$ cat src/rtl/core/hcmb_ram.sv
`default_nettype none

module hcmb_ram #(
  parameter int unsigned WIDTH = 8,
  parameter int unsigned DEPTH = 256,
  localparam int unsigned AW = (DEPTH > 1) ? $clog2(DEPTH) : 1
) (
  input  wire logic             clk_i,
  input  wire logic             we_i,
  input  wire logic [AW-1:0]    waddr_i,
  input  wire logic [WIDTH-1:0] wdata_i,
  input  wire logic             re_i,
  input  wire logic [AW-1:0]    raddr_i,
  output logic      [WIDTH-1:0] rdata_o
);

  logic [WIDTH-1:0] mem [DEPTH];
  logic [WIDTH-1:0] rdata_q;

  always_ff @(posedge clk_i) begin
    if (we_i) begin
      mem[waddr_i] <= wdata_i;
    end
    if (re_i) begin
      rdata_q <= mem[raddr_i];
    end
  end

  assign rdata_o = rdata_q;

endmodule

`default_nettype wire

$ cat config.mk
export PLATFORM = sky130hd
export DESIGN_NAME = hcmb_ram
export DESIGN_NICKNAME = d
export VERILOG_FILES = /design/src/rtl/core/hcmb_ram.sv
export SDC_FILE = /design/constraint.sdc
export NUM_CORES = 2
export LEC_CHECK = 0
export BUFFER_PORTS_ARGS = -buffer_cell sky130_fd_sc_hd__buf_2
export CAP_MARGIN = 5
export CORE_MARGIN = 1
export CORE_UTILIZATION = 65
export CTS_CLUSTER_DIAMETER = 100
export DETAILED_ROUTE_END_ITERATION = 6
export PLACE_DENSITY = 0.81
export SLEW_MARGIN = 20
export SYNTH_ARGS = -nofsm -noshare
export SYNTH_HDL_FRONTEND = slang
export SYNTH_SLANG_ARGS = --single-unit
$ cat constraint.sdc
create_clock -name clk_i -period 5.7 [get_ports clk_i]
set_input_delay 0.57 -clock clk_i [delete_from_list [all_inputs] [get_ports clk_i]]
set_output_delay 0.57 -clock clk_i [all_outputs]
set_load 0.01 [all_outputs]
* Word-level counts from Yosys, hierarchy flattened
Memory sizes are Yosys's and may differ from the RTL's. A register that Yosys moved wholly into a read port is not among the register bits.
Index checks and enable logic that the tools add are counted.
** Storage, ports and cells
- Flip-flop bits (word level) :: 0
- Bits in writable memories :: 2048
- Bits of input ports :: 27
- Output and inout bits :: 8
- Logic and storage cells :: 3
- Memories kept :: 1
** Memory list
- mem :: depth 256, bits a word 8, read ports 1, clocked after memory_dff 1, write ports 1, RTL line 17 : logic [WIDTH-1:0] mem [DEPTH];
** Cells by class
- Mux-type cells :: 2
** Operators by type and width (count)
- 1-bit two-way mux :: 2

* Depth between registers and ports, before layout
- Word-level depth :: 2
- Mapped depth :: 11
- Mapped depth without buffers :: 6

* Worst setup path before layout
No wires, ideal clock.
- Path kind :: input -> register
- Start point :: in raddr_i[0]
- End point :: reg rdata_q[2], in the netlist rdata_o[2] (read register of mem) (data pin)
- Arrival :: 2377 ps
- Data required time :: 5431 ps
- Path slack :: 3054 ps
- Stages on the path :: 9
- Path through :: buf_6 > buf_12 > buf_8 > buf_2 > mux4_2 > a22oi_1 > a21oi_1 > nor4_1 > nor4_2
** RTL lines
- start: declaration :: RTL line 13 : input wire logic [AW-1:0] raddr_i,
- end: declaration :: RTL line 18 : logic [WIDTH-1:0] rdata_q;

==> run summary <==
=======================================================================================
Tightest Hold Check Type ................................................. primary input to register
Class of the most critical setup path .................................... primary input to register
Number of DRC violations after detailed routing ..........................            0
Pin count of the biggest net entering global routing .....................          229
Post-Place Setup Slack ...................................................     1.407 ns
Post-synth top flop ......................................................     edfxtp_1
Area of the die ..........................................................  123,900 µm²
Post-synthesis cell count ................................................        3,733
Total congestion overflow after global routing ...........................            0
TritonCTS clock tree .....................................................         done
Hold Worst Slack .........................................................    0.1751 ns
Data required, critical path .............................................      6.21 ns
Post-layout minimum cycle time ...........................................     3.675 ns
Layout filler cell count .................................................        6,561
Count of pins over their slew limit ......................................            0
Category of the worst setup path capture point ...........................     register
Antenna violations before repair .........................................           11
Worst VDD drop ...........................................................     294.7 µV
Maximum achievable frequency .............................................    272.1 MHz
Chip Width ...............................................................     352.0 µm
Number of storage elements in the synthesis netlist ......................        2,056
Number of I/O pins .......................................................           35
Routability Congestion ...................................................       0.9317
Final setup vio count ....................................................            0
Number of nets in the synthesized netlist ................................        3,760
Htree depth ..............................................................            4
Cts hold-fix bufs ........................................................            0
Critical Path Source Type ................................................ primary input
Transition at the pin with the smallest max-transition slack .............     1.350 ns
First-pass GRT wire length ...............................................   292,800 µm
Setup repair after global routing missed its margin ......................           no
Yosys synthesis warning count ............................................            0
Number of violations reported at the end of detailed-routing iteration 0 .        7,693
CTS buffer count .........................................................          192
Setup TNS ................................................................         0 ns
Least setup slack across all paths after layout ..........................     2.025 ns
Cell area after synthesis ................................................   79,640 µm²
Drt first pass iters .....................................................            7
Number of port buffers ...................................................           34
Final hold violation count ...............................................            0
Sequential element share of the synthesized area .........................       77.53%
Power per unit of standard cell area ..................................... 349.8 nW/µm²
Number of gates resized after CTS ........................................            0
EDFF count, synth ........................................................        2,056
Root buffer cell .........................................................    clkbuf_16
Die height ...............................................................     352.0 µm
Mean area per synthesized cell ...........................................    21.33 µm²
Drt via density ..........................................................        7.330
Number of rows created at floorplan ......................................          128
Final period utilization .................................................       64.48%
Remaining number of nets flagged by the antenna check after routing ......            0
Wire length per cell .....................................................     36.49 µm
Post-synth ARST share ....................................................           0%
Count of vias placed by the detailed router ..............................       41,100
Reported max-cap violation count .........................................            0
Global router's overall resource usage ...................................       33.48%
Arrival time at the worst endpoint .......................................      4.19 ns
Skew-Pair Late Insertion Delay ...........................................      0.83 ns
Result of the run ........................................................ finished, final reports clean
Maximum fanout count along the critical path .............................           91
Share of layout cells above drive strength 1 .............................       21.81%
Core region area .........................................................  121,700 µm²
Max-slew headroom ........................................................       9.142%
Post-layout total power ..................................................     30.57 mW
Final Routed Wirelength ..................................................   204,600 µm
Storage cell area ........................................................   61,740 µm²
Synth cell types .........................................................           54
Area added between synthesis and finish ..................................       9.752%
Vias in the first global route ...........................................       40,975
Clock Tree Buf Depth .....................................................            3
Post-CTS Setup Inserts ...................................................            0
Nets .....................................................................        3,844
Placed wire-length estimate after detailed placement .....................   114,700 µm
Initial Utilization ......................................................       65.43%
Multi-input gate area ....................................................   16,540 µm²
Clock sinks ..............................................................        2,056
Clock-pin transition on the worst setup and hold timing paths ............      0.06 ns
Leakage power ............................................................     26.87 nW
Final setup skew .........................................................   0.03442 ns
=======================================================================================
-- sequential cells by signal, summed over array words and instances (netlist names) --
register,count
mem,2048
rdata_o,8
-- cell families after synthesis --
group                  Yosys count  synth area share, %
AO/OA/AOI/OAI                  385                3.416
multiplexers                   591                14.60
buffers and inverters          235                1.829
flip-flops                    2056                77.53
AND/OR/NAND/NOR                466                2.625
-- through the flow --
stage	std cells	util [%]	cell area [µm²]
floorplan	3733	-	79640
global placement	5245	66.85	81360
detailed placement	5248	66.89	81420
CTS	5601	71.79	87380
global route	5601	71.80	87390
finish	5607	71.81	87400
-- Yosys cell counts (3+ instances only) --
| master | number | share of area (%) |
|---|---|---|
| o32ai_1 | 4 | 0.044 |
| o221ai_1 | 46 | 0.51 |
| mux2i_1 | 134 | 1.7 |
| a221oi_1 | 13 | 0.14 |
| edfxtp_1 | 2056 | 78 |
| nand4_1 | 10 | 0.079 |
| or2_2 | 4 | 0.031 |
| buf_8 | 13 | 0.25 |
| o22a_1 | 5 | 0.055 |
| mux4_2 | 454 | 13 |
| a211oi_1 | 16 | 0.15 |
| nand2_1 | 33 | 0.16 |
| nor3_1 | 22 | 0.14 |
| clkbuf_1 | 111 | 0.52 |
| nand3_1 | 34 | 0.21 |
| buf_2 | 31 | 0.19 |
| nor4_1 | 24 | 0.19 |
| buf_1 | 22 | 0.10 |
| buf_6 | 21 | 0.30 |
| o22ai_1 | 28 | 0.22 |
| o21ai_0 | 10 | 0.063 |
| nor2b_1 | 31 | 0.24 |
| nor4_2 | 3 | 0.047 |
| a21oi_1 | 96 | 0.60 |
| and2_1 | 6 | 0.047 |
| a22oi_1 | 133 | 1.3 |
| a22o_1 | 8 | 0.088 |
| buf_12 | 8 | 0.20 |
| buf_4 | 27 | 0.25 |
| nand2b_1 | 8 | 0.063 |
| o211ai_1 | 10 | 0.094 |
| nor2_1 | 282 | 1.3 |
-- layout make-up --
| class | instances | share of cell area [%] |
|---|---|---|
| clock inverters | 107 | 0.9949 |
| clock buffers | 246 | 5.826 |
| well taps | 1625 | 2.326 |
| multi-input cells | 1442 | 18.93 |
| diodes | 6 | 0.01718 |
| repair buffers | 123 | 1.263 |
| flip-flops and latches | 2056 | 70.64 |
| inverters | 2 | 0.008589 |
-- worst max-delay path, stage by stage --
cell and delay [ns]:
buf_8 0.26, buf_12 0.33, nor2b_1 0.88, a221oi_1 0.27
o211ai_1 0.16, nand3_1 0.18, nor4_1 1.18, nor4_1 0.12
-- worst paths after layout --
kind / start / endpoint / slack (ns) / depth (start not counted)
setup / recovery: raddr_i[1] / rdata_o[1]$_DFFE_PP_ / 2.02 / 8
hold / removal: wdata_i[7] / mem[39][7]$_DFFE_PP_ / 0.18 / 1
setup reg to reg: mem[60][1]$_DFFE_PP_ / rdata_o[1]$_DFFE_PP_ / 2.73 / 6
hold reg to reg: mem[32][5]$_DFFE_PP_ / rdata_o[5]$_DFFE_PP_ / 1.11 / 6
-- placed cells by master (no fill, tap or decap), types with 10 or more instances in the layout --
master	n
buf_4	75
buf_2	24
a22oi_1	133
nand3_1	34
bufinv_16	11
clkinv_1	44
a211oi_1	16
clkinv_2	39
o22ai_1	28
clkbuf_1	50
nor3_1	22
nand4_1	10
nor4_1	14
a221oi_1	13
nand2_1	33
nor2_1	279
mux2i_1	134
o221ai_1	46
o211ai_1	10
mux4_2	454
clkbuf_16	196
buf_12	14
nor4_2	13
o21ai_0	10
a21oi_1	95
nor2b_1	28
edfxtp_1	2056
-- layer usage --
metal	up-vias	GRT usage (%)	wire (µm)
met5	-	0	100
met4	16	16.99	11460
met3	728	9.062	28750
met2	3741	51.50	97290
met1	20787	44.82	67020
li1	15828	-	-
-- power breakdown --
group          internal [mW]  leakage, nW  total, mW  switching [mW]
logic                  0.490         5.46       1.51            1.02
clock network           6.81         2.93       12.4            5.55
registers               16.7         18.5       16.7          0.0198
Power figures use the tool's default switching activity.
