`config.mk`:
```
export PLATFORM = sky130hd
export DESIGN_NAME = hcmb_clear
export DESIGN_NICKNAME = d
export VERILOG_FILES = /design/src/rtl/core/hcmb_pkg.sv /design/src/rtl/core/hcmb_clear.sv
export SDC_FILE = /design/constraint.sdc
export NUM_CORES = 1
export LEC_CHECK = 0
export BUFFER_PORTS_ARGS = -buffer_cell sky130_fd_sc_hd__buf_4
export CAP_MARGIN = 20
export CORE_MARGIN = 2
export CORE_UTILIZATION = 55
export CTS_CLUSTER_DIAMETER = 50
export CTS_CLUSTER_SIZE = 20
export DETAILED_ROUTE_END_ITERATION = 7
export PLACE_DENSITY = 0.87
export SETUP_SLACK_MARGIN = 0.5
export SLEW_MARGIN = 10
export SYNTH_ARGS = -nofsm -noshare
export SYNTH_HDL_FRONTEND = slang
export SYNTH_SLANG_ARGS = --single-unit
export TNS_END_PERCENT = 1
```
`constraint.sdc`:
```
create_clock -name clk_i -period 2.5 [get_ports clk_i]
set_input_delay 0.5 -clock clk_i [delete_from_list [all_inputs] [get_ports clk_i]]
set_output_delay 0.5 -clock clk_i [all_outputs]
set_load 0.01 [all_outputs]
```
`src/rtl/core/hcmb_pkg.sv`:
```
`default_nettype none

package hcmb_pkg;

  // memory geometry
  localparam int unsigned VRAM_DEPTH = 8192;
  localparam int unsigned WRAM_DEPTH = 8192;
  localparam int unsigned OAM_DEPTH  = 160;
  localparam int unsigned HRAM_DEPTH = 127;
  localparam int unsigned IO_DEPTH   = 128;

  localparam int unsigned VRAM_AW = 13;
  localparam int unsigned OAM_AW  = 8;
  localparam int unsigned IO_AW   = 7;
  localparam int unsigned HRAM_AW = 7;

  // request kinds carried on tuser
  typedef enum logic [2:0] {
    REQ_CPU_RD  = 3'd0,
    REQ_CPU_WR  = 3'd1,
    REQ_TICK    = 3'd2,
    REQ_PPU_VRD = 3'd3,
    REQ_PPU_VWR = 3'd4,
    REQ_PPU_ORD = 3'd5,
    REQ_PPU_OWR = 3'd6,
    REQ_UNDEF   = 3'd7
  } req_e;

  // where the read byte of a request comes from
  typedef enum logic [2:0] {
    RSEL_IMM  = 3'd0,
    RSEL_VRAM = 3'd1,
    RSEL_WRAM = 3'd2,
    RSEL_OAM  = 3'd3,
    RSEL_IO   = 3'd4,
    RSEL_HRAM = 3'd5
  } rsel_e;

  typedef struct packed {
    logic        active;
    logic [7:0]  page;
    logic [7:0]  count;
  } dma_t;

  // decoded request held between the input and result registers
  typedef struct packed {
    rsel_e       rsel;
    logic [7:0]  imm;
    logic        to_rdata;
    logic        to_oam;
    logic [7:0]  oam_idx;
    logic        cart_access;
    logic        cart_write;
    logic [15:0] cart_addr;
    logic [7:0]  cart_wdata;
    logic        dma_busy;
  } stage_t;

  // memory writes issued on acceptance
  typedef struct packed {
    logic        vram_we;
    logic        wram_we;
    logic        oam_we;
    logic        io_we;
    logic        hram_we;
    logic        ie_we;
    logic [12:0] idx;
    logic [7:0]  data;
  } wr_t;

  // clearing pass after reset
  typedef struct packed {
    logic        busy;
    logic [12:0] idx;
    logic [7:0]  io_data;
  } clr_t;

endpackage

`default_nettype wire

```
`src/rtl/core/hcmb_clear.sv`:
```
`default_nettype none

module hcmb_clear (
  input  wire logic          clk_i,
  input  wire logic          rst_ni,
  output hcmb_pkg::clr_t     clr_o
);

  import hcmb_pkg::*;

  logic [VRAM_AW-1:0] cnt_q, cnt_d;
  logic               busy_q, busy_d;

  // power-up values of the i/o registers
  function automatic logic [7:0] io_reset(input logic [IO_AW-1:0] idx);
    logic [7:0] v;
    case (idx)
      7'h00:   v = 8'hCF;
      7'h02:   v = 8'h7E;
      7'h04:   v = 8'hAB;
      7'h07:   v = 8'hF8;
      7'h0F:   v = 8'hE1;
      7'h10:   v = 8'h80;
      7'h11:   v = 8'hBF;
      7'h12:   v = 8'hF3;
      7'h13:   v = 8'hFF;
      7'h14:   v = 8'hBF;
      7'h16:   v = 8'h3F;
      7'h18:   v = 8'hFF;
      7'h19:   v = 8'hBF;
      7'h1A:   v = 8'h7F;
      7'h1B:   v = 8'hFF;
      7'h1C:   v = 8'h9F;
      7'h1D:   v = 8'hFF;
      7'h1E:   v = 8'hBF;
      7'h20:   v = 8'hFF;
      7'h23:   v = 8'hBF;
      7'h24:   v = 8'h77;
      7'h25:   v = 8'hF3;
      7'h26:   v = 8'hF1;
      7'h40:   v = 8'h91;
      7'h41:   v = 8'h85;
      7'h46:   v = 8'hFF;
      7'h47:   v = 8'hFC;
      7'h48:   v = 8'hFF;
      7'h49:   v = 8'hFF;
      default: v = 8'h00;
    endcase
    return v;
  endfunction

  always_comb begin
    cnt_d  = cnt_q;
    busy_d = busy_q;
    if (busy_q) begin
      cnt_d = cnt_q + 1'b1;
      if (&cnt_q) begin
        busy_d = 1'b0;
      end
    end
  end

  always_ff @(posedge clk_i or negedge rst_ni) begin
    if (!rst_ni) begin
      cnt_q  <= '0;
      busy_q <= 1'b1;
    end else begin
      cnt_q  <= cnt_d;
      busy_q <= busy_d;
    end
  end

  assign clr_o.busy    = busy_q;
  assign clr_o.idx     = cnt_q;
  assign clr_o.io_data = io_reset(cnt_q[IO_AW-1:0]);

endmodule

`default_nettype wire

```
* After elaboration in Yosys (flattened, before gate mapping)
Memories as Yosys holds them, arrays and structs flattened.
Index checks and enable logic that the tools add are counted.
** Storage, ports and cells
- Memories kept :: 1
- Bits in latches :: 0
- Logic and storage cells :: 7
- Flip-flop bits (word level) :: 14
- Bits of input ports :: 2
- Bits in writable memories :: 0
- ROM bits :: 1024
** Cells by class
- Equal/unequal tests :: 0
- Bitwise logic cells :: 0
- Mux-type cells :: 2
- Multipliers :: 0
- Reductions and logical operators :: 1
- Order comparisons :: 0
- Div/mod/pow operators :: 0
- $add $sub $neg :: 1
- Shifts and indexed selects :: 0
** Memory list
- (no name shown) :: words 128, bits a word 8, read ports 1, clocked after Yosys merged registers in 0, wr ports 0, line hcmb_clear.sv:17 : case (idx)
** Operator list (number)
- adder 13 x 1 -> 13 bit (second input constant) :: 1
- AND reduction 13 bit :: 1
- two-way mux 1 bit :: 2

* Depth between registers and ports, before layout
- Depth in word-level cells :: 3
- Mapped depth :: 7

* Worst setup path before layout
Ideal clock, no wire load.
- Path kind :: reg2out
- Start :: register cnt_q[0]
- End :: output port clr_o[1] in the netlist's numbering
- Data arrival time :: 1.935 ns
- Slack :: 0.065 ns
- Path buffers :: 0
- Cell stages (with the launch flop) :: 7
- Data required time :: 2.000 ns
- Path through :: dfrtp_1 > inv_1 > ha_1 > inv_1 > mux4_2 > a21boi_0 > o22ai_1
** RTL lines
- start: declaration :: line hcmb_clear.sv:11 : logic [VRAM_AW-1:0] cnt_q, cnt_d;
- start signal: assignment :: line hcmb_clear.sv:68 : cnt_q <= cnt_d;
- end: declaration :: line hcmb_clear.sv:6 : output hcmb_pkg::clr_t clr_o

==> qor.txt <==
max_slew headroom -> 0.599
worst slew pin tran -> 602 ps
Final min period -> 2590 ps
Tcrit/Tclk final -> 1.04
sequential area share after synthesis -> 0.267
number of synthesized flops with an enable pin -> 0
area of the mapped netlist -> 0.00132 sq mm
Net Count, Synth -> 165
P&R area growth vs syn -> 35.6%
Root Buffer -> clkbuf_4
clock share of power -> 0.414
die width -> 53.0 um
Max-Cap Viols -> 0
die area -> 0.00281 sq mm
Ys Warns -> 0
placed cell areas -> 0.00156 sq mm
Register Area -> 354 sq um
Detail Route Antenna Nets -> 0
CP max FO -> 8
Hold WS -> 41.6 ps
delay-heaviest family, CP -> flip-flops
first-pass GRT wire length -> 6.05 mm
# H-tree levels -> 1
final instance area -> 0.00179 sq mm
Synth Register Bits -> 14
GRT Total Usage -> 0.298
final design utilization -> 0.801
worst min path class -> input pin to asynchronous set/reset pin
Pwr Density -> 221 mW/mm^2
Net Sw Power -> 0.0000791 W
routed len/inst -> 18.7 um
r2r setup slk -> 800 ps
crit path cell chain -> inv_4 -> ha_4 -> inv_2 -> mux4_2 -> a21boi_2 -> o22ai_2 -> buf_4
routability cong. -> 0.932
final cell count without fillers -> 215
number of inserted diodes -> 0
gr ovfl total -> 0
Buf/Inv on CP -> 3
Sequential Power Share -> 0.572
fmax -> 386 MHz
vias per inst -> 6.36
FILL cells -> 145
Final HPWL DP -> 2.45 mm
CP startpoint kind -> flip-flop
Clock Path Buffers -> 2
RR Startpoint -> cnt_q[5]
Crit Reg-Reg Endpoint -> cnt_q[10]
critical path endpoint category -> primary output
post-synth cell types -> 46
RSZ-0062 raised after global routing -> yes
WP data required -> 2000 ps
critical path's slowest cell -> dfrtp_2
antenna violations before repair -> 0
Sw Ratio -> 0.200
Inst Count DP -> 196
CP peak stage delay -> 510 ps
dominant register cell in the synthesized netlist -> dfrtp_1
ratio of cells with drive above 1 in the final layout -> 0.422
DR vias -> 1367
DRC Markers -> 0
Hold Violations, Final -> 0
area occupied by multi-input gates -> 983 sq um
drt total wl -> 4.03 mm
IO Pins -> 24
Final setup viols -> 6
row cnt -> 17
core footprint -> 0.00223 sq mm
PortBufs -> 23
Slew Limit Fails -> 0
Syn Inst Count -> 151
vias in the first global route -> 1229
Max VDD drop -> 319 uV
Initial Util -> 0.590
dpl ws -> 162 ps
worst skew pair latency -> 290 ps
drt initial violations -> 80
Gate power share -> 0.013
Worst-path clk slew -> 80 ps
CTS sink cnt -> 14
Post-CTS Hold Fix Bufs -> 0
final worst slack -> -89.0 ps
final setup skew -> 3.97 ps
CTS tree -> yes
syn avg cell area -> 8.73 sq um
Worst Path Arrival -> 2090 ps
asr flop ratio synth -> 1.00
largest net degree at the start of global routing -> 28
reg2reg path depth -> 4
leakage -> 0.795 nW
status -> complete, but fails checks
Pre-antenna DRT Iters -> 4
Num CTS Buffers -> 3
failing checks -> negative setup slack
nets@finish -> 202
worst setup path category -> flip-flop to primary output
Die Y-Extent -> 53.0 um
internal power -> 0.000316 W
[area by class of cell]
cell class,instances,share of cell area
Multi-Input combinational cell,120,0.550
Sequential cell,14,0.198
Inverter,6,0.0154
Tap cell,28,0.0196
Timing Repair Buffer,43,0.197
Clock buffer,4,0.0203
[placed cells by master, fill, tap and decap left out, types with 6 or more instances in the layout]
cell,count
xnor2_1,7
nand3_1,7
o21ai_0,7
nand2_1,10
xor2_1,7
nor2_1,9
ha_1,8
dfrtp_1,11
buf_4,40
nand2b_1,6
a21oi_1,10
[Yosys cell counts (3+ instances only)]
cell	count	area share
mux2_2	4	0.034
nor2_1	9	0.026
buf_4	4	0.023
nand3_1	8	0.030
ha_1	12	0.11
dfrtp_1	13	0.25
xnor2_1	7	0.046
xor2_1	7	0.046
o21ai_0	8	0.030
a21oi_1	11	0.042
buf_2	4	0.015
inv_1	6	0.017
and3_1	3	0.014
nand2b_1	6	0.028
nand2_1	10	0.028
[worst max-delay path by stage]
stage / from / endpoint / slack [ps] / depth (start not counted)
after detailed placement: cnt_q[1] / clr_o[1] / 160 / 7
final: cnt_q[0] / clr_o[1] / -90 / 7
after floorplan: cnt_q[0] / clr_o[4] / 380 / 6
after global routing: cnt_q[0] / clr_o[6] / -150 / 7
after CTS: cnt_q[1] / clr_o[6] / -10 / 7
after global placement: cnt_q[1] / clr_o[4] / 190 / 7
[per-stage QoR]
step | setup TNS (ps) | power (W)
after floorplan | 0 | 0.000231
after global placement | 0 | 0.000236
after detailed placement | 0 | 0.000236
after CTS | -22.1 | 0.000399
after global routing | -768 | 0.000403
final | -322 | 0.000395
[kinds of logic after synthesis]
family | count (synthesis) | synth area share
buf+inv | 17 | 0.0693
xor+xnor | 14 | 0.0930
simple gates | 49 | 0.204
mux | 5 | 0.0512
compound gates | 40 | 0.202
flops | 14 | 0.267
fa+ha+maj | 12 | 0.114
[sequential cells by signal (all words and copies together) (netlist names)]
name,count
busy_q,1
cnt_q,13
[power groups by stage]
stage / registers (W) / clock network [W] / logic (W)
2_1_floorplan: 0.000231 / 0 / 0.000000000409
3_3_place_gp: 0.000231 / 0 / 0.00000515
3_5_place_dp: 0.000231 / 0 / 0.00000554
4_1_cts: 0.000226 / 0.000167 / 0.00000554
5_1_grt: 0.000226 / 0.000170 / 0.00000624
6_report: 0.000226 / 0.000164 / 0.00000523
[routing by layer]
metal  global-route usage  vias up  wire, um
met1                0.418      647      1630
li1                     -      612         -
met4                0.111        0        95
met2                0.475       91      1960
met3               0.0282       17       344
met5                    0        -         0
[repair_timing]
item	in CTS	in global routing
gates resized for setup	11	5
pin swaps	5	8
endpoints found under the setup margin	8	8
setup buffers	11	4
(Power assumes the default switching activity.)
