===== config.mk =====
export PLATFORM = sky130hd
export DESIGN_NAME = hcmb_decode
export DESIGN_NICKNAME = d
export VERILOG_FILES = /design/src/rtl/core/hcmb_pkg.sv /design/src/rtl/core/hcmb_decode.sv
export SDC_FILE = /design/constraint.sdc
export NUM_CORES = 1
export LEC_CHECK = 0
export ABC_AREA = 0
export BUFFER_PORTS_ARGS = -buffer_cell sky130_fd_sc_hd__buf_2
export CORE_MARGIN = 1.5
export CORE_UTILIZATION = 37
export DETAILED_ROUTE_END_ITERATION = 8
export GPL_ROUTABILITY_DRIVEN = 0
export PLACE_DENSITY = 0.84
export SKIP_LAST_GASP = 1
export SLEW_MARGIN = 20
export SYNTH_ARGS = -nofsm -noshare
export SYNTH_HDL_FRONTEND = slang
export SYNTH_SLANG_ARGS = --single-unit
export TNS_END_PERCENT = 50

===== constraint.sdc =====
create_clock -name vclk -period 2.5
set_clock_uncertainty 0.05 [all_clocks]
set_input_delay 0.25 -clock vclk [all_inputs]
set_output_delay 0.25 -clock vclk [all_outputs]
set_load 0.005 [all_outputs]

===== src/rtl/core/hcmb_pkg.sv =====
`default_nettype none

package hcmb_pkg;

  // memory geometry
  localparam int unsigned VRAM_DEPTH = 8192;
  localparam int unsigned WRAM_DEPTH = 8192;
  localparam int unsigned OAM_DEPTH  = 160;
  localparam int unsigned HRAM_DEPTH = 127;
  localparam int unsigned IO_DEPTH   = 128;

  localparam int unsigned VRAM_AW = 13;
  localparam int unsigned OAM_AW  = 8;
  localparam int unsigned IO_AW   = 7;
  localparam int unsigned HRAM_AW = 7;

  // request kinds carried on tuser
  typedef enum logic [2:0] {
    REQ_CPU_RD  = 3'd0,
    REQ_CPU_WR  = 3'd1,
    REQ_TICK    = 3'd2,
    REQ_PPU_VRD = 3'd3,
    REQ_PPU_VWR = 3'd4,
    REQ_PPU_ORD = 3'd5,
    REQ_PPU_OWR = 3'd6,
    REQ_UNDEF   = 3'd7
  } req_e;

  // where the read byte of a request comes from
  typedef enum logic [2:0] {
    RSEL_IMM  = 3'd0,
    RSEL_VRAM = 3'd1,
    RSEL_WRAM = 3'd2,
    RSEL_OAM  = 3'd3,
    RSEL_IO   = 3'd4,
    RSEL_HRAM = 3'd5
  } rsel_e;

  typedef struct packed {
    logic        active;
    logic [7:0]  page;
    logic [7:0]  count;
  } dma_t;

  // decoded request held between the input and result registers
  typedef struct packed {
    rsel_e       rsel;
    logic [7:0]  imm;
    logic        to_rdata;
    logic        to_oam;
    logic [7:0]  oam_idx;
    logic        cart_access;
    logic        cart_write;
    logic [15:0] cart_addr;
    logic [7:0]  cart_wdata;
    logic        dma_busy;
  } stage_t;

  // memory writes issued on acceptance
  typedef struct packed {
    logic        vram_we;
    logic        wram_we;
    logic        oam_we;
    logic        io_we;
    logic        hram_we;
    logic        ie_we;
    logic [12:0] idx;
    logic [7:0]  data;
  } wr_t;

  // clearing pass after reset
  typedef struct packed {
    logic        busy;
    logic [12:0] idx;
    logic [7:0]  io_data;
  } clr_t;

endpackage

`default_nettype wire


===== src/rtl/core/hcmb_decode.sv =====
`default_nettype none

module hcmb_decode #(
  parameter int unsigned DMA_BYTES = 160
) (
  input  wire hcmb_pkg::req_e  req_i,
  input  wire logic [15:0]     addr_i,
  input  wire logic [7:0]      wdata_i,
  input  wire logic            vram_ok_i,
  input  wire logic            oam_ok_i,
  input  wire logic [7:0]      cart_rdata_i,
  input  wire logic [7:0]      ie_i,
  input  wire hcmb_pkg::dma_t  dma_i,
  output hcmb_pkg::stage_t     st_o,
  output hcmb_pkg::wr_t        wr_o,
  output hcmb_pkg::dma_t       dma_o,
  output logic [15:0]          raddr_o
);

  import hcmb_pkg::*;

  typedef enum logic [2:0] {
    RG_CART, RG_VRAM, RG_WRAM, RG_OAM, RG_NONE, RG_IO, RG_HRAM, RG_IE
  } region_e;

  typedef struct packed {
    rsel_e      rsel;
    logic [7:0] imm;
  } sel_t;

  localparam logic [15:0] ADDR_DIV  = 16'hFF04;
  localparam logic [15:0] ADDR_LY   = 16'hFF44;
  localparam logic [15:0] ADDR_DMA  = 16'hFF46;
  localparam logic [15:0] ADDR_IE   = 16'hFFFF;

  function automatic region_e region_of(input logic [15:0] a);
    region_e r;
    if (a < 16'h8000)                       r = RG_CART;
    else if (a < 16'hA000)                  r = RG_VRAM;
    else if (a < 16'hC000)                  r = RG_CART;
    else if (a < 16'hFE00)                  r = RG_WRAM;  // echo folds onto the low bits
    else if (a < 16'hFEA0)                  r = RG_OAM;
    else if (a < 16'hFF00)                  r = RG_NONE;
    else if (a < 16'hFF80)                  r = RG_IO;
    else if (a != ADDR_IE)                  r = RG_HRAM;
    else                                    r = RG_IE;
    return r;
  endfunction

  function automatic sel_t read_sel(input region_e r, input logic vok, input logic ook,
                                    input logic [7:0] cb, input logic [7:0] ie);
    sel_t s;
    s.rsel = RSEL_IMM;
    s.imm  = 8'h00;
    case (r)
      RG_CART: s.imm = cb;
      RG_VRAM: begin
        if (vok) s.rsel = RSEL_VRAM;
        else     s.imm  = 8'hFF;
      end
      RG_WRAM: s.rsel = RSEL_WRAM;
      RG_OAM: begin
        if (ook) s.rsel = RSEL_OAM;
        else     s.imm  = 8'hFF;
      end
      RG_IO:   s.rsel = RSEL_IO;
      RG_HRAM: s.rsel = RSEL_HRAM;
      RG_IE:   s.imm  = ie;
      default: s.imm  = 8'h00;
    endcase
    return s;
  endfunction

  logic [15:0] src;
  logic [15:0] eff;
  logic [7:0]  cnt_n;
  logic        hram;
  logic        lock;
  logic        oam_in;
  region_e     rg;
  sel_t        sel;

  assign src    = {dma_i.page, dma_i.count};
  assign eff    = (req_i == REQ_TICK) ? src : addr_i;
  assign rg     = region_of(eff);
  assign sel    = read_sel(rg, vram_ok_i, oam_ok_i, cart_rdata_i, ie_i);
  assign cnt_n  = dma_i.count + 8'd1;
  assign hram   = (addr_i[15:7] == 9'h1FF) && (addr_i != ADDR_IE);
  assign lock   = dma_i.active && !hram;
  assign oam_in = addr_i[7:0] < 8'(OAM_DEPTH);
  assign raddr_o = eff;

  always_comb begin
    st_o          = '0;
    st_o.rsel     = RSEL_IMM;
    st_o.oam_idx  = dma_i.count;
    wr_o          = '0;
    wr_o.idx      = addr_i[12:0];
    wr_o.data     = wdata_i;
    dma_o         = dma_i;

    case (req_i)
      REQ_CPU_RD: begin
        st_o.to_rdata = 1'b1;
        if (lock) begin
          st_o.imm = 8'hFF;
        end else begin
          st_o.rsel = sel.rsel;
          st_o.imm  = sel.imm;
          if (rg == RG_CART) begin
            st_o.cart_access = 1'b1;
            st_o.cart_addr   = addr_i;
          end
        end
      end
      REQ_CPU_WR: begin
        if (!lock) begin
          case (rg)
            RG_CART: begin
              st_o.cart_access = 1'b1;
              st_o.cart_write  = 1'b1;
              st_o.cart_addr   = addr_i;
              st_o.cart_wdata  = wdata_i;
            end
            RG_VRAM: wr_o.vram_we = vram_ok_i;
            RG_WRAM: wr_o.wram_we = 1'b1;
            RG_OAM:  wr_o.oam_we  = oam_ok_i;
            RG_IO: begin
              // div clears on any write, ly is read-only, ff46 kicks off dma
              wr_o.io_we = (addr_i != ADDR_LY);
              if (addr_i == ADDR_DIV) begin
                wr_o.data = 8'h00;
              end
              if (addr_i == ADDR_DMA) begin
                dma_o.active   = 1'b1;
                dma_o.page     = wdata_i;
                dma_o.count    = 8'h00;
                st_o.cart_addr = {wdata_i, 8'h00};
              end
            end
            RG_HRAM: wr_o.hram_we = 1'b1;
            RG_IE:   wr_o.ie_we   = 1'b1;
            default: wr_o.io_we   = 1'b0;
          endcase
        end
      end
      REQ_TICK: begin
        if (dma_i.active) begin
          st_o.rsel   = sel.rsel;
          st_o.imm    = sel.imm;
          st_o.to_oam = 1'b1;
          dma_o.count = cnt_n;
          if (cnt_n >= 8'(DMA_BYTES)) begin
            dma_o.active = 1'b0;
          end else begin
            st_o.cart_addr = {dma_i.page, cnt_n};
          end
        end
      end
      REQ_PPU_VRD: begin
        st_o.to_rdata = 1'b1;
        st_o.rsel     = RSEL_VRAM;
      end
      REQ_PPU_VWR: wr_o.vram_we = 1'b1;
      REQ_PPU_ORD: begin
        st_o.to_rdata = 1'b1;
        if (oam_in) st_o.rsel = RSEL_OAM;
        else        st_o.imm  = 8'hFF;
      end
      REQ_PPU_OWR: wr_o.oam_we = oam_in;
      default: st_o.to_rdata = 1'b0;
    endcase

    st_o.dma_busy = dma_o.active;
  end

endmodule

`default_nettype wire


Word level (Yosys, flattened, before mapping)
Index checks and enable logic that the tools add are counted.
{"block": "word_totals", "word_cells": 98, "output_inout_bits": 108, "input_bits": 62, "reg_bits": 0}
{"block": "op_classes", "mux": 64, "add_sub_neg": 1, "magnitude_cmp": 9, "n_eq_ne": 18, "reduce_logical": 6}
{"cell": "$lt A16 B16 Y1 const B", "n": 7}
{"cell": "$mux W16", "n": 6}
{"cell": "$mux W8", "n": 12}
{"cell": "$mux W17", "n": 3}
{"cell": "$ne A16 B16 Y1 const B", "n": 3}
{"cell": "$pmux W16 S3", "n": 1}
{"cell": "$eq A16 B16 Y1 const B", "n": 2}
{"cell": "$pmux W16 S2", "n": 1}
{"cell": "$pmux W8 S4", "n": 1}
{"cell": "$mux W26", "n": 1}
{"cell": "$pmux W8 S3", "n": 1}
{"cell": "$mux W3", "n": 7}
{"cell": "$eq A3 B3 Y1 const B", "n": 6}
{"cell": "$mux W1", "n": 17}
{"cell": "$pmux W8 S2", "n": 1}
{"cell": "$pmux W3 S5", "n": 1}
{"cell": "$eq A3 B2 Y1 const B", "n": 4}
{"cell": "$pmux W3 S4", "n": 1}
{"cell": "$mux W11", "n": 1}
{"cell": "$mux W2", "n": 5}
{"cell": "$eq A9 B9 Y1 const B", "n": 1}
{"cell": "$add A8 B1 Y8 const B", "n": 1}
{"cell": "$ge A8 B8 Y1 const B", "n": 1}
{"cell": "$lt A8 B8 Y1 const B", "n": 1}
{"cell": "other kinds (7)", "n": 13}

Depth between registers and ports, before layout
Gate-level depths: netlist of run 1.
{"block": "depth", "ltp_word": 15, "mapped_depth": 10, "mapped_depth_nobuf": 6}

Worst setup path before layout of run 1
OpenSTA, ideal clock, no wires.
{"block": "synth_path", "path_kind": "input to output", "startpoint": "in req_i[0]", "endpoint": "out dma_o[10] in the netlist's numbering", "n_path_buf": 3, "t_arrival_ns": 2.238, "required_time_ns": 2.200, "setup_slack_ns": -0.038, "stages": 8, "cell_sequence": "buf_2 > or3b_1 > buf_6 > nor4_4 > o2111ai_2 > nor3_4 > buf_4 > mux2_2"}
{"item": "start: declaration", "line_no": "hcmb_decode.sv:6", "text": "input wire hcmb_pkg::req_e req_i,"}
{"item": "end: declaration", "line_no": "hcmb_decode.sv:16", "text": "output hcmb_pkg::dma_t dma_o,"}

==> results.cfg, run 1 <==
[outcome]
status = finished with violations
violations = negative setup slack

[routing]
drtAntennaViolNets = 0
dr.pass1.iters = 7
drcViolationCount = 0
wl_per_cell_um = 17.6
vias = 3531
wl_um = 10400
drt-initial-drc-count = 442
viasPerCell = 5.97

[worst_hold_path]
min_path_cells = 2
hold_path.class = input pin to output pin
hp-start = addr_i[2]
hold_end = wr_o[10]

[finish]
design.seq.count = 0
num-clock-buffers = 0
stdcell_count = 591
antenna_cells = 0
area_delta_synth_final_pct = 79.9
drive_gt1_share_pct = 56.8
final_nets = 586
regArea_um2 = 0

[synthesis]
yosys-top-cells-count = 52 x nand2_1, 23 x buf_4, 19 x nor2_1
synthesis.nets = 379
netlist_instances = 316
avgSynthCellArea_um2 = 6.44
ys.warnings.count = 0
netlist.area_leader.share_pct = 9.59
synth.most_common_cell = nand2_1
syn-cell-area_um2 = 2040
synth_top_cell_by_area = nand2_1
yosysSeqAreaShare_pct = 0
ys_types = 65
ys_top_cells_by_area = nand2_1 9.6%, buf_4 8.5%, a22o_1 5.6%, a22oi_1 4.8%, o21ai_0 4.4%

[critical_path]
critPathKind = input pin to output pin
crit_required_ns = 2.20
cp-end-kind = output pin
critical-path-top-delay-family = simple AND/OR/NAND/NOR gates
start_kind = input pin
slowest_delay_ns = 0.44
cpMostUsedCell = mux2_4
arrival_ns = 2.26
cp_cell_sequence = buf_8 > or3b_4 > buf_6 > mux2_4 > nor4_2 > buf_4 > nand3_2 > mux2_4 > nor2_4 > buf_2
cp_num_buf_inv = 4
crit_slowest_cell = or3b_4
cp_max_fo = 5

[die]
core_um2 = 5200
fp.dieW_um = 77.2
dieHeight_um = 77.2
start_util_pct = 39.1
floorplan.rows = 26
pin_count = 170
fp.dieArea_um2 = 5960

[global_routing]
grt_pass1_vias = 3249
grt_pass1_wl_um = 15600
grt_overflow = 0
antenna_found_initial = 0
grt_use_total_pct = 31.3
grt_max_degree = 17

[sta]
setup_viol = 23
fin_crit_ns = 2.56
slew_headroom_pct = 69.1
worst_slew_pin_slew_ns = 0.462
hold_viol = 0
fmax_mhz = 390
slew_viol_final = 0
grt_setup_unrepaired = yes
post-route-period-util_pct = 103
hold_ws_ns = 0.713
worst_slack_ns = -0.0645

[placed_design]
dp.cells = 580
port_buffers = 170
place_hpwl_um = 7460

[power_and_ir_drop]
p_leak_uw = 0.00197
powerDensity_nw_per_um2 = 148
peakVddDrop_mv = 0.0883

[cts]
hold_buffers = 0

[job]
max_cap_viol_count = 0
## timing repair
action,4_1_cts,5_1_grt
pin swaps,12,10
buffers inserted,9,3
gates resized for setup,34,40
endpoints found under the setup margin,46,53
cloned,1,0
## kinds of logic after synthesis
group           count (synthesis)  share of synthesized area (%)
compound gates                 99                           35.3
simple gates                  145                           39.0
fa+ha+maj                       1                          0.615
xor+xnor                        6                           2.58
mux                            15                           7.99
buf+inv                        50                           14.6
## final cells by class
cell class / instances / area [um2]
multi-input combinational: 266 / 1990
timing repair buffer: 245 / 1550
fill: 416 / 1540
tap: 70 / 87.6
inverter: 10 / 37.5
## worst max-delay path by stage
| stage | start | endpoint | cells after the start |
|---|---|---|---|
| finish | req_i[2] | wr_o[26] | 10 |
| floorplan | req_i[0] | st_o[0] | 9 |
| detailed placement | req_i[2] | st_o[40] | 8 |
| global placement | addr_i[7] | dma_o[12] | 8 |
| global route | req_i[2] | wr_o[26] | 10 |
| CTS | addr_i[11] | st_o[21] | 10 |
## through the flow
step	utilization, %	worst slack [ns]	power, uW	area, um2	TNS (ns)
after detailed placement	62.0	-0.174	463	3230	-3.68
after CTS	66.8	-0.0297	495	3480	-0.302
after floorplan	-	0.0424	224	2040	0
final	70.4	-0.0645	544	3660	-0.491
after global placement	62.0	-0.136	453	3230	-2.44
after global routing	70.4	-0.177	578	3660	-3.78
## power breakdown
group	total [uW]	switching, uW	leakage (uW)	internal (uW)
clock	0	0	0	0
combinational	544	279	0.00197	265
sequential	0	0	0	0
total	544	279	0.00197	265
## cells in the final DEF, fill, tap and decap left out, types with 11 or more instances in the layout
| cell | netlist | layout |
|---|---|---|
| a21oi_1 | 15 | 14 |
| a22o_1 | 13 | 13 |
| a22oi_1 | 13 | 13 |
| and2_1 | 14 | 13 |
| buf_2 | 6 | 157 |
| buf_4 | 23 | 67 |
| buf_6 | 2 | 18 |
| nand2_1 | 52 | 52 |
| nand3_1 | 12 | 11 |
| nor2_1 | 19 | 16 |
| o21ai_0 | 18 | 17 |
## layer usage
layer	track usage, %	routed length [um]
met4	11.8	473
met5	0	0
met3	3.93	963
met1	37.5	3970
met2	56.1	5010
(Power assumes the default switching activity.)
==> inputs of run 2 (changes only) <==
==> constraint.sdc (replaced) <==
create_clock -name vclk -period 2.5
set_clock_uncertainty 0.05 [all_clocks]
set_input_delay 0.125 -clock vclk [all_inputs]
set_output_delay 0.125 -clock vclk [all_outputs]
set_load 0.005 [all_outputs]
==> run 2 against run 1 <==
  * The run now ends clean
  * Via count down 12%
  * Design area down 17%
  * Routed wire length shrank 16%
  * First-iteration DRC count shrank 26%
  * Critical endpoint is now st_o[18]
==> results.cfg, run 2 (synthesis results as in run 1) <==
[critical_path]
crit_slowest_cell = o31a_1
start_kind = input pin
arrival_ns = 2.22
cp_max_fo = 15
slowest_delay_ns = 0.41
cp_cell_sequence = buf_2 > nand4_1 > or2_2 > o31a_1 > nor3_4 > buf_12 > buf_4 > a22o_1 > a21o_1 > buf_2
cpMostUsedCell = buf_2
cp-end-kind = output pin
crit_required_ns = 2.33
critPathKind = input pin to output pin

[sta]
grt_setup_unrepaired = no
hold_viol = 0
worst_slack_ns = 0.108
post-route-period-util_pct = 95.7
fin_crit_ns = 2.39
slew_headroom_pct = 68.8
fmax_mhz = 418
setup_viol = 0
setup_tns_ns = 0
hold_ws_ns = 0.427
worst_slew_pin_slew_ns = 0.466
slew_viol_final = 0

[placed_design]
place_hpwl_um = 6770
pre_cts_slack_ns = -0.0540
port_buffers = 170
placed_area_um2 = 2980

[global_routing]
grt_overflow = 0
grt_use_total_pct = 26.6
grt_max_degree = 20
grt_pass1_vias = 2756
grt_pass1_wl_um = 13400
antenna_found_initial = 0

[finish]
design.seq.count = 0
drive_gt1_share_pct = 48.2
layout_common_cells = 170 x buf_2, 52 x nand2_1, 28 x buf_4
final_common_cell = buf_2
final_nets = 542
num-clock-buffers = 0
final_area_um2 = 3040
area_delta_synth_final_pct = 49.5
antenna_cells = 0
n_fill_cell = 500
regArea_um2 = 0

[outcome]
status = complete, no violations

[power_and_ir_drop]
powerDensity_nw_per_um2 = 144
p_leak_uw = 0.00165
p_int_uw = 199
clockPowerShare_pct = 0
switchingPower_uw = 238
peakVddDrop_mv = 0.0778
swShare_pct = 54.5
seqPwrFrac_pct = 0
comb_power_share_pct = 100.0

[routing]
drt-initial-drc-count = 326
wl_met1_um = 3360
route.met2.wl_um = 4360
top_layer_used = met4
vias = 3109
drcViolationCount = 0
wl_per_cell_um = 15.9
dr.pass1.iters = 7
drtAntennaViolNets = 0
dr_wl_met3_um = 815
viasPerCell = 5.68
wl_um = 8700

[die]
pin_count = 170
fp.dieArea_um2 = 5960
floorplan.rows = 26
start_util_pct = 39.1
fp.dieW_um = 77.2
core_um2 = 5200
dieHeight_um = 77.2

[cts]
hold_buffers = 0

[worst_hold_path]
hold_path.class = input pin to output pin
hold_end = wr_o[18]
hp-start = addr_i[10]
min_path_cells = 2

[job]
max_cap_viol_count = 0
[run 2: how the worst max path moves through the flow]
stage / start / slack, ns / cells after the start / to
after floorplan: req_i[0] / 0.21 / 8 / dma_o[10]
after global placement: addr_i[7] / 0.09 / 8 / dma_o[10]
after detailed placement: addr_i[7] / -0.05 / 8 / dma_o[13]
after CTS: addr_i[7] / 0.004 / 8 / dma_o[13]
after global routing: addr_i[9] / 0.02 / 8 / st_o[46]
final: addr_i[9] / 0.11 / 10 / st_o[18]
[run 2: power groups by stage]
stage	sequential, uW	combinational [uW]	clock [uW]
2_1_floorplan	0	224	0
3_3_place_gp	0	416	0
3_5_place_dp	0	422	0
4_1_cts	0	425	0
5_1_grt	0	476	0
6_report	0	437	0
[run 2: routing by layer]
metal  global-route usage, %  up-vias
met2                    50.9      232
li1                        -     1479
met4                    3.45        0
met3                    1.19       22
met1                    33.2     1376
met5                       0        -
[run 2: cell type report]
cell class | count | area [um2] | share of cell area [%]
repair buffers | 201 | 1120 | 36.8
inverters | 10 | 37.5 | 1.23
well taps | 70 | 87.6 | 2.88
multi-input cells | 266 | 1800 | 59.1
[run 2: worst max-delay path, delay by kind of cell]
kind            cells  cell delay (ns)
simple gates        3             0.90
compound gates      3             0.67
buf+inv             4             0.52
[run 2: metrics by stage]
| step | utilization (%) | power [uW] | cells |
|---|---|---|---|
| floorplan | - | 224 | 316 |
| global placement | 57.2 | 416 | 545 |
| detailed placement | 57.2 | 422 | 545 |
| CTS | 57.3 | 425 | 545 |
| global route | 58.5 | 476 | 547 |
| finish | 58.5 | 437 | 547 |
[run 2: timing repair]
item                       4_1_cts  5_1_grt
setup endpoints to repair        7       34
setup buffers                    0        2
cloned                           0        0
pin swaps                        1        4
gates resized for setup          1       10
